## config.mk

```make
export PLATFORM = sky130hd
export DESIGN_NAME = content_text_normalizer
export DESIGN_NICKNAME = d
export VERILOG_FILES = /design/src/rtl/core/ctn_pkg.sv /design/src/rtl/core/ctn_front.sv /design/src/rtl/core/ctn_queue.sv /design/src/rtl/core/ctn_back.sv /design/src/rtl/core/content_text_normalizer.sv
export SDC_FILE = /design/constraint.sdc
export NUM_CORES = 1
export LEC_CHECK = 0
export ABC_CLOCK_PERIOD_IN_PS = 8600
export BUFFER_PORTS_ARGS = -buffer_cell sky130_fd_sc_hd__buf_2
export CAP_MARGIN = 15
export CELL_PAD_IN_SITES_DETAIL_PLACEMENT = 1
export CELL_PAD_IN_SITES_GLOBAL_PLACEMENT = 1
export CORE_UTILIZATION = 50
export DETAILED_ROUTE_END_ITERATION = 8
export PLACE_DENSITY = 0.8
export SYNTH_ARGS = -nofsm -noshare
export SYNTH_HDL_FRONTEND = slang
export SYNTH_SLANG_ARGS = --single-unit
```

## constraint.sdc

```tcl
create_clock -name clk -period 8.6 [get_ports clk]
set_input_delay 1.29 -clock clk [delete_from_list [all_inputs] [get_ports clk]]
set_output_delay 1.29 -clock clk [all_outputs]
set_load 0.01 [all_outputs]
```

## src/rtl/core/ctn_pkg.sv

```systemverilog
// Shared types, constants and the byte normalizer function for the text normalizer.
package ctn_pkg;

  // Configuration register indexes
  localparam logic [1:0] REG_HEX_EN    = 2'd0;
  localparam logic [1:0] REG_FOLD_CASE = 2'd1;
  localparam logic [1:0] REG_VIEW      = 2'd2;

  // View codes
  localparam logic [1:0] VIEW_RAW     = 2'd0;
  localparam logic [1:0] VIEW_STRIP   = 2'd1;
  localparam logic [1:0] VIEW_BRACKET = 2'd2;

  // Character codes
  localparam logic [7:0] CH_SPACE   = 8'd32;
  localparam logic [7:0] CH_PERCENT = 8'd37;
  localparam logic [7:0] CH_LT      = 8'd60;
  localparam logic [7:0] CH_GT      = 8'd62;
  localparam logic [7:0] CASE_DELTA = 8'd32;

  // Decoded bytes per item and group queue depth
  localparam int GRP_BYTES = 3;
  localparam int Q_DEPTH   = 2;

  // One accepted item after escape decoding
  typedef struct packed {
    logic [GRP_BYTES-1:0][7:0] data;
    logic [1:0]                cnt;
    logic                      fin;
  } grp_t;

  // One result item
  typedef struct packed {
    logic [7:0] data;
    logic       bv;
    logic       eob;
  } res_t;

  // Result of normalizing one decoded byte
  typedef struct packed {
    logic       emit;
    logic [7:0] data;
    logic       in_tag;
    logic       prev_sp;
  } norm_t;

  // Fold, map punctuation and apply the selected view to one byte
  function automatic norm_t ctn_normalize(input logic [7:0] b, input logic fold,
                                          input logic [1:0] view, input logic in_tag,
                                          input logic prev_sp);
    logic [7:0] c;
    logic       punct;
    norm_t      r;
    c = b;
    if (fold && ((c inside {[8'd65:8'd90]}) || (c inside {[8'd192:8'd221]}))) begin
      c = c + CASE_DELTA;
    end
    if (view == VIEW_STRIP || view == VIEW_BRACKET) begin
      punct = (c < 8'd46) || (c inside {8'd58, 8'd59, 8'd63}) || (c inside {[8'd91:8'd96]});
    end else begin
      punct = (c < 8'd46) || (c inside {[8'd58:8'd64]}) || (c inside {[8'd91:8'd96]});
    end
    if (punct) begin
      c = CH_SPACE;
    end
    r.in_tag  = in_tag;
    r.prev_sp = prev_sp;
    r.emit    = 1'b1;
    if (view == VIEW_BRACKET) begin
      if (c == CH_LT || c == CH_GT) begin
        c = CH_SPACE;
      end
    end else if (view == VIEW_STRIP) begin
      if (c == CH_LT) begin
        r.in_tag = 1'b1;
      end
      if (c == CH_GT) begin
        r.in_tag = 1'b0;
        c = CH_SPACE;
      end
      if (r.in_tag) begin
        r.emit = 1'b0;
      end else if (c == CH_SPACE && prev_sp) begin
        r.emit = 1'b0;
      end else begin
        r.prev_sp = (c == CH_SPACE);
      end
    end
    r.data = c;
    return r;
  endfunction

endpackage

```

## src/rtl/core/ctn_front.sv

```systemverilog
// Front end: accepts body bytes and decodes percent escapes into byte groups.
module ctn_front import ctn_pkg::*; (
  input  logic       clk,
  input  logic       rst_n,
  input  logic       in_valid,
  output logic       in_stall,
  input  logic [7:0] in_byte,
  input  logic       in_is_final,
  input  logic       hex_en,
  input  logic       q_full,
  output logic       q_push,
  output grp_t       q_data
);

  logic [1:0] held_cnt_r, held_cnt_nxt;
  logic [7:0] held_sec_r, held_sec_nxt;
  logic       accept;

  function automatic logic is_hex(input logic [7:0] c);
    return (c inside {[8'd48:8'd57]}) || (c inside {[8'd97:8'd102]}) ||
           (c inside {[8'd65:8'd70]});
  endfunction

  function automatic logic [3:0] hex_val(input logic [7:0] c);
    logic [7:0] v;
    v = 8'd0;
    if (c inside {[8'd48:8'd57]}) begin
      v = c - 8'd48;
    end else if (c inside {[8'd97:8'd102]}) begin
      v = c - 8'd87;
    end else if (c inside {[8'd65:8'd70]}) begin
      v = c - 8'd55;
    end
    return v[3:0];
  endfunction

  assign in_stall = q_full;
  assign accept   = in_valid && !q_full;

  // Decode one byte against the held escape prefix
  always_comb begin : dec_p
    grp_t       g;
    logic [1:0] hc;
    logic [7:0] hs;
    g          = '0;
    hc         = held_cnt_r;
    hs         = held_sec_r;
    if (!hex_en) begin
      if (hc != 2'd0) begin
        g.data[g.cnt] = CH_PERCENT;
        g.cnt = g.cnt + 2'd1;
      end
      if (hc == 2'd2) begin
        g.data[g.cnt] = hs;
        g.cnt = g.cnt + 2'd1;
      end
      g.data[g.cnt] = in_byte;
      g.cnt = g.cnt + 2'd1;
      hc = 2'd0;
    end else if (hc == 2'd2 && is_hex(in_byte)) begin
      g.data[g.cnt] = {hex_val(hs), hex_val(in_byte)};
      g.cnt = g.cnt + 2'd1;
      hc = 2'd0;
    end else if (hc == 2'd1 && is_hex(in_byte)) begin
      hs = in_byte;
      hc = 2'd2;
    end else begin
      // release a failed prefix, then start over on the new byte
      if (hc != 2'd0) begin
        g.data[g.cnt] = CH_PERCENT;
        g.cnt = g.cnt + 2'd1;
      end
      if (hc == 2'd2) begin
        g.data[g.cnt] = hs;
        g.cnt = g.cnt + 2'd1;
      end
      if (in_byte == CH_PERCENT) begin
        hc = 2'd1;
      end else begin
        hc = 2'd0;
        g.data[g.cnt] = in_byte;
        g.cnt = g.cnt + 2'd1;
      end
    end
    // flush held bytes at end of body
    if (in_is_final) begin
      if (hc != 2'd0) begin
        g.data[g.cnt] = CH_PERCENT;
        g.cnt = g.cnt + 2'd1;
      end
      if (hc == 2'd2) begin
        g.data[g.cnt] = hs;
        g.cnt = g.cnt + 2'd1;
      end
      hc = 2'd0;
    end
    g.fin        = in_is_final;
    q_data       = g;
    held_cnt_nxt = accept ? hc : held_cnt_r;
    held_sec_nxt = accept ? hs : held_sec_r;
  end

  // Push only groups that carry bytes or end a body
  assign q_push = accept && (q_data.cnt != 2'd0 || q_data.fin);

  always_ff @(posedge clk) begin
    if (!rst_n) begin
      held_cnt_r <= 2'd0;
    end else begin
      held_cnt_r <= held_cnt_nxt;
    end
  end

  always_ff @(posedge clk) begin
    held_sec_r <= held_sec_nxt;
  end

endmodule

```

## src/rtl/core/ctn_queue.sv

```systemverilog
// Two-entry group queue between the decoder front end and the normalizer back end.
module ctn_queue import ctn_pkg::*; (
  input  logic clk,
  input  logic rst_n,
  input  logic push,
  input  grp_t push_data,
  output logic full,
  input  logic pop,
  output logic empty,
  output grp_t head
);

  localparam int PW = $clog2(Q_DEPTH);
  localparam int CW = $clog2(Q_DEPTH + 1);

  grp_t          mem_r [Q_DEPTH];
  logic [PW-1:0] wr_r, wr_nxt;
  logic [PW-1:0] rd_r, rd_nxt;
  logic [CW-1:0] cnt_r, cnt_nxt;

  assign full  = (cnt_r == CW'(Q_DEPTH));
  assign empty = (cnt_r == '0);
  assign head  = mem_r[rd_r];

  // Advance pointers and occupancy
  always_comb begin
    wr_nxt  = wr_r;
    rd_nxt  = rd_r;
    cnt_nxt = cnt_r;
    if (push) begin
      wr_nxt = (wr_r == PW'(Q_DEPTH - 1)) ? '0 : wr_r + 1'b1;
    end
    if (pop) begin
      rd_nxt = (rd_r == PW'(Q_DEPTH - 1)) ? '0 : rd_r + 1'b1;
    end
    if (push && !pop) begin
      cnt_nxt = cnt_r + 1'b1;
    end else if (pop && !push) begin
      cnt_nxt = cnt_r - 1'b1;
    end
  end

  always_ff @(posedge clk) begin
    if (!rst_n) begin
      wr_r  <= '0;
      rd_r  <= '0;
      cnt_r <= '0;
    end else begin
      wr_r  <= wr_nxt;
      rd_r  <= rd_nxt;
      cnt_r <= cnt_nxt;
    end
  end

  always_ff @(posedge clk) begin
    if (push) begin
      mem_r[wr_r] <= push_data;
    end
  end

endmodule

```

## src/rtl/core/ctn_back.sv

```systemverilog
// Back end: normalizes a decoded group and hands its results out one per transfer.
module ctn_back import ctn_pkg::*; (
  input  logic       clk,
  input  logic       rst_n,
  input  logic       fold,
  input  logic [1:0] view,
  input  logic       grp_valid,
  input  grp_t       grp,
  output logic       grp_pop,
  output logic       out_valid,
  input  logic       out_stall,
  output logic [7:0] out_byte,
  output logic       out_byte_valid,
  output logic       out_end_of_body
);

  res_t [GRP_BYTES-1:0] slots_r, slots_nxt;
  logic [1:0]           cnt_r, cnt_nxt;
  logic                 tag_r, tag_nxt;
  logic                 psp_r, psp_nxt;

  res_t [GRP_BYTES-1:0] res;
  logic [1:0]           nres;
  logic                 g_tag, g_psp;
  logic                 out_xfer;

  assign out_valid       = (cnt_r != 2'd0);
  assign out_byte        = slots_r[0].data;
  assign out_byte_valid  = slots_r[0].bv;
  assign out_end_of_body = slots_r[0].eob;
  assign out_xfer        = out_valid && !out_stall;

  // Load a new group once the buffer drains
  assign grp_pop = grp_valid && (cnt_r == 2'd0 || (cnt_r == 2'd1 && out_xfer));

  // Normalize the head group in byte order
  always_comb begin : norm_p
    norm_t nr;
    nr    = '0;
    res   = '0;
    nres  = 2'd0;
    g_tag = tag_r;
    g_psp = psp_r;
    for (int k = 0; k < GRP_BYTES; k++) begin
      if (2'(k) < grp.cnt) begin
        nr    = ctn_normalize(grp.data[k], fold, view, g_tag, g_psp);
        g_tag = nr.in_tag;
        g_psp = nr.prev_sp;
        if (nr.emit) begin
          res[nres].data = nr.data;
          res[nres].bv   = 1'b1;
          nres           = nres + 2'd1;
        end
      end
    end
    // mark end of body, or send a bare end marker
    if (grp.fin) begin
      if (nres != 2'd0) begin
        res[nres - 2'd1].eob = 1'b1;
      end else begin
        res[0].eob = 1'b1;
        nres       = 2'd1;
      end
      g_tag = 1'b0;
      g_psp = 1'b1;
    end
  end

  // Load, or shift the buffer down on a transfer
  always_comb begin
    slots_nxt = slots_r;
    cnt_nxt   = cnt_r;
    tag_nxt   = tag_r;
    psp_nxt   = psp_r;
    if (grp_pop) begin
      slots_nxt = res;
      cnt_nxt   = nres;
      tag_nxt   = g_tag;
      psp_nxt   = g_psp;
    end else if (out_xfer) begin
      slots_nxt[0] = slots_r[1];
      slots_nxt[1] = slots_r[2];
      cnt_nxt      = cnt_r - 2'd1;
    end
  end

  always_ff @(posedge clk) begin
    if (!rst_n) begin
      cnt_r <= 2'd0;
      tag_r <= 1'b0;
      psp_r <= 1'b1;
    end else begin
      cnt_r <= cnt_nxt;
      tag_r <= tag_nxt;
      psp_r <= psp_nxt;
    end
  end

  always_ff @(posedge clk) begin
    slots_r <= slots_nxt;
  end

endmodule

```

## src/rtl/core/content_text_normalizer.sv

```systemverilog
// Top level of the percent-decoding text normalizer.
//
// Usage: body bytes enter on the in_ channel (in_valid / in_stall), one per
// transfer, with in_is_final on the last byte of a body. Normalized bytes
// leave on the out_ channel (out_valid / out_stall); out_byte_valid low means
// an end marker with no byte, out_end_of_body marks the last result of a body.
// Registers are written through cfg_we / cfg_index / cfg_wdata while idle.
// Each item is decoded into the group queue at its transfer, then normalized
// into the output buffer, from which its first result is offered. Throughput:
// one byte per cycle on both sides while the receiver does not stall and
// each item gives at most one result; an item that gives two or three
// results (a failed or flushed escape) holds the output buffer until all of
// them have left through the single output port. The two-entry group queue
// lets the decoder keep taking bytes while the receiver stalls, until the
// queue fills and in_stall rises.
// Reset: decoding off, case folding on, raw view, no held escape bytes,
// outside any tag and leading spaces suppressed.
module content_text_normalizer import ctn_pkg::*; (
  input  logic       clk,
  input  logic       rst_n,
  input  logic       in_valid,
  output logic       in_stall,
  input  logic [7:0] in_byte,
  input  logic       in_is_final,
  output logic       out_valid,
  input  logic       out_stall,
  output logic [7:0] out_byte,
  output logic       out_byte_valid,
  output logic       out_end_of_body,
  input  logic       cfg_we,
  input  logic [1:0] cfg_index,
  input  logic [1:0] cfg_wdata
);

  logic       hex_en_r;
  logic       fold_r;
  logic [1:0] view_r;

  logic q_push, q_full, q_pop, q_empty;
  grp_t q_in, q_head;

  // Hold configuration registers
  always_ff @(posedge clk) begin
    if (!rst_n) begin
      hex_en_r <= 1'b0;
      fold_r   <= 1'b1;
      view_r   <= VIEW_RAW;
    end else if (cfg_we) begin
      case (cfg_index)
        REG_HEX_EN:    hex_en_r <= cfg_wdata[0];
        REG_FOLD_CASE: fold_r   <= cfg_wdata[0];
        REG_VIEW:      view_r   <= cfg_wdata;
        default: ;
      endcase
    end
  end

  ctn_front u_front (
    .clk         (clk),
    .rst_n       (rst_n),
    .in_valid    (in_valid),
    .in_stall    (in_stall),
    .in_byte     (in_byte),
    .in_is_final (in_is_final),
    .hex_en      (hex_en_r),
    .q_full      (q_full),
    .q_push      (q_push),
    .q_data      (q_in)
  );

  ctn_queue u_queue (
    .clk       (clk),
    .rst_n     (rst_n),
    .push      (q_push),
    .push_data (q_in),
    .full      (q_full),
    .pop       (q_pop),
    .empty     (q_empty),
    .head      (q_head)
  );

  ctn_back u_back (
    .clk             (clk),
    .rst_n           (rst_n),
    .fold            (fold_r),
    .view            (view_r),
    .grp_valid       (!q_empty),
    .grp             (q_head),
    .grp_pop         (q_pop),
    .out_valid       (out_valid),
    .out_stall       (out_stall),
    .out_byte        (out_byte),
    .out_byte_valid  (out_byte_valid),
    .out_end_of_body (out_end_of_body)
  );

endmodule

```

==> flow_summary.yaml <==
power_and_ir_drop:
  p_per_area_mw_per_mm2: 269
  p_leak_nw: 3.05
  max-vdd-ir-drop_mv: 0.144
grt:
  grt_pass1_vias: 6894
  track_usage_pct: 29.7
  grtUsageMet2_pct: 50.4
  grt.met1_usage_pct: 38.9
  overflow: 0
  use_met3_pct: 2.93
  antenna_found_initial: 0
  grt_pass1_wl_mm: 37.0
  globalRoute.busiestLayer: "met2"
  grt_max_degree: 76
timing:
  hold_violations: 0
  drv_slew: 0
  fin_setup_tns_ps: 0
  worst_pin_slew_ps: 1060
  relSlewSlack_pct: 29.2
  rsz0062_at_grt: "false"
  clock_skew_ps: 10.4
  fin_crit_ps: 5710
  setup_viol: 0
  max_freq_mhz: 175
  post-route-period-util_pct: 66.4
cells_and_area:
  multi_input_area_mm2: 0.00436
  nFillCells: 1737
  seq_area_mm2: 0.00306
  fin_cells: 1020
  syn2layout_area_growth_pct: 5.91
  antennaDiodeCount: 0
  nets: 875
  drive_gt1_share_pct: 13.0
critical_path:
  path_class: "flop to flop"
  path_cells: "buf_4, mux2i_2, ha_1, nand2_1, o32ai_2, a31oi_4, o21a_2, nor2_4, mux2_4, a2bb2oi_1, ha_1, nand2_1, o21ai_2, inv_1, ha_1, a21oi_1, a221o_1"
  slowest_delay_ps: 650
  timing.rr.end: "u_back.out_byte[2]"
  slowest_stage: "buf_4"
  path_depth: 17
  critPathBufInv: 2
  worst_ep_required_time_ps: 8710
  r2r_setup_slack_ps: 2890
  critPathMostFrequentCell: "ha_1"
  reg2reg_depth: 17
  critPathTopFamily: "compound AO/OA/AOI/OAI gates"
  cp-endpoint: "u_back.out_byte[2]"
  end_kind: "flop"
  critPathLaunchType: "flop"
  worstPathArrival_ps: 5820
  crit_fanout: 75
worst_hold_path:
  min_from: "u_back.psp_r"
  hold_class: "flop to flop"
floorplanning:
  rows: 45
  initial_utilization_pct: 51.4
  fp.coreArea_mm2: 0.0152
  die-width_um: 127
  pin_count: 30
  die_h_um: 127
  dieArea_mm2: 0.0161
routing:
  drtIter0Drc: 478
  antenna_left: 0
  avgViaCountPerCell: 6.55
  via_count: 6680
  routedWlPerCell_um: 22.6
  wl_mm: 23.1
  drcViolationCount: 0
  dr.pass1.iters: 4
cts:
  cts-root-buf: "clkbuf_16"
  cts-htree-levels: 3
  worst_skew_pair.late_latency_ps: 370
  ctsHoldBuffers: 0
  cts_made_buffers: 9
  cts_setup_buffers: 0
  clk_path_buf_depth: 2
  cts_tree: "yes"
  path_clk_slew_ps: 80
  cts_resized: 0
  cts_num_sinks: 107
logic_synthesis:
  synth.cell_area_mm2: 0.00781
  ys.warnings.count: 0
  yosys-top-cells-area: "edfxtp_1 35%, ha_1 4.8%, nand2_1 4.7%, dfxtp_1 3.8%, o21ai_0 2.8%"
  yosysTopAreaCellShare_pct: 35.4
  synth_fp_nets: 873
  synth-seq-cells: 107
  synth_edf_count: 92
  netlist_instances: 825
  yosysUniqueCellTypes: 92
  synth_ff_type: "edfxtp_1"
  syn_avg_cell_area_um2: 9.47
  yosys.area.top_type: "edfxtp_1"
  postSynth.asyncResetShare_pct: 0
  yosysSeqAreaShare_pct: 39.2
placed_design:
  gp_congestion: 0.954
  portBuffers: 29
  dp.cells: 1004
  dp_hpwl_mm: 17.4
outcome:
  status: "finished clean"
job:
  maxCapViolations: 0
==> cells in the mapped netlist (all sizes together) (21+ instances only) <==
cell,count
a21oi,29
nand2,97
nand3,25
nor2,48
buf,21
o21ai,47
and2,22
ha,30
clkbuf,25
edfxtp,92
inv,35
==> power breakdown <==
part           switching (mW)  internal (mW)
clock                   0.202          0.199
combinational           0.629          0.360
sequential             0.0880          0.748
==> placed cells by master (no fill, tap or decap), drive strengths merged, types with 9 or more instances in the layout <==
cell type   n
mux2       18
ha         30
inv        37
dfxtp      15
o211ai     13
edfxtp     92
nand3      25
nand4      14
mux2i      20
nand3b      9
clkbuf      9
a31oi      16
xnor2      13
a21oi      29
buf        37
and2       22
nor2b      20
o21ai      47
and3       20
nor3       16
nand2      97
nor2       48
==> cells by family (layout without fill, tap and decap cells) <==
| kind of cell | count (synthesis) | after routing | share of synthesized area, % |
|---|---|---|---|
| AO/OA/AOI/OAI | 224 | 224 | 20.9 |
| flip-flops | 107 | 107 | 39.2 |
| AND/OR/NAND/NOR | 330 | 330 | 22.8 |
| multiplexers | 38 | 38 | 5.51 |
| XOR/XNOR | 15 | 15 | 1.68 |
| buffers and inverters | 81 | 88 | 5.14 |
| adder cells (fa/ha/maj) | 30 | 30 | 4.81 |
==> registers in the layout, indices dropped and copies added, names as in the netlist, named ones only <==
register and flops:
fold_r 1, hex_en_r 1, u_back.cnt_r 2, u_back.out_byte 8
u_back.out_byte_valid 1, u_back.out_end_of_body 1, u_back.psp_r 1, u_back.slots_r 20
u_back.tag_r 1, u_front.held_cnt_r 2, u_front.held_sec_r 8, u_queue.cnt_r 2
u_queue.mem_r 54, u_queue.rd_r 1, u_queue.wr_r 1, view_r 2
==> worst register-to-register path: cells and delay by family (launching register included) <==
kind	cells	cell delay, ps
mux	2	740
compound gates	7	1950
simple gates	3	340
fa+ha+maj	3	1020
flops	1	540
buf+inv	2	870
==> per-stage QoR <==
stage	hold WS (ps)	area (um^2)	util [%]	setup slack (ps)	total power, mW
3_3_place_gp	493	7990	52.6	3290	1.77
4_1_cts	528	8270	54.4	2920	2.22
6_report	528	8270	54.4	2890	2.22
3_5_place_dp	508	7990	52.6	2970	1.82
5_1_grt	556	8270	54.4	2520	2.35
2_1_floorplan	461	7810	-	3690	1.56
==> per-layer routing <==
layer  wire length, um  share of wire [%]  vias to the layer above
met5                 0                  0                        -
met3               704                3.1                       48
li1                  -                  -                     3140
met2             11200                 49                      167
met1             10400                 45                     3325
met4               735                3.2                        0
==> final cells by class <==
| class | instances | area share, % |
|---|---|---|
| clock inverters | 7 | 0.635 |
| inverters | 35 | 1.59 |
| repair buffers | 37 | 2.48 |
| flip-flops and latches | 107 | 37.0 |
| well taps | 188 | 2.84 |
| multi-input cells | 637 | 52.7 |
| clock buffers | 9 | 2.72 |
==> how the worst min path moves through the flow <==
stage                   end  slack (ps)  depth (start not counted)
3_5_place_dp   u_back.psp_r         510                          2
6_report       u_back.psp_r         530                          2
5_1_grt        u_back.psp_r         560                          2
3_3_place_gp   u_back.psp_r         490                          2
2_1_floorplan  u_back.psp_r         460                          2
4_1_cts        u_back.psp_r         530                          2
Power figures use the tool's default switching activity.
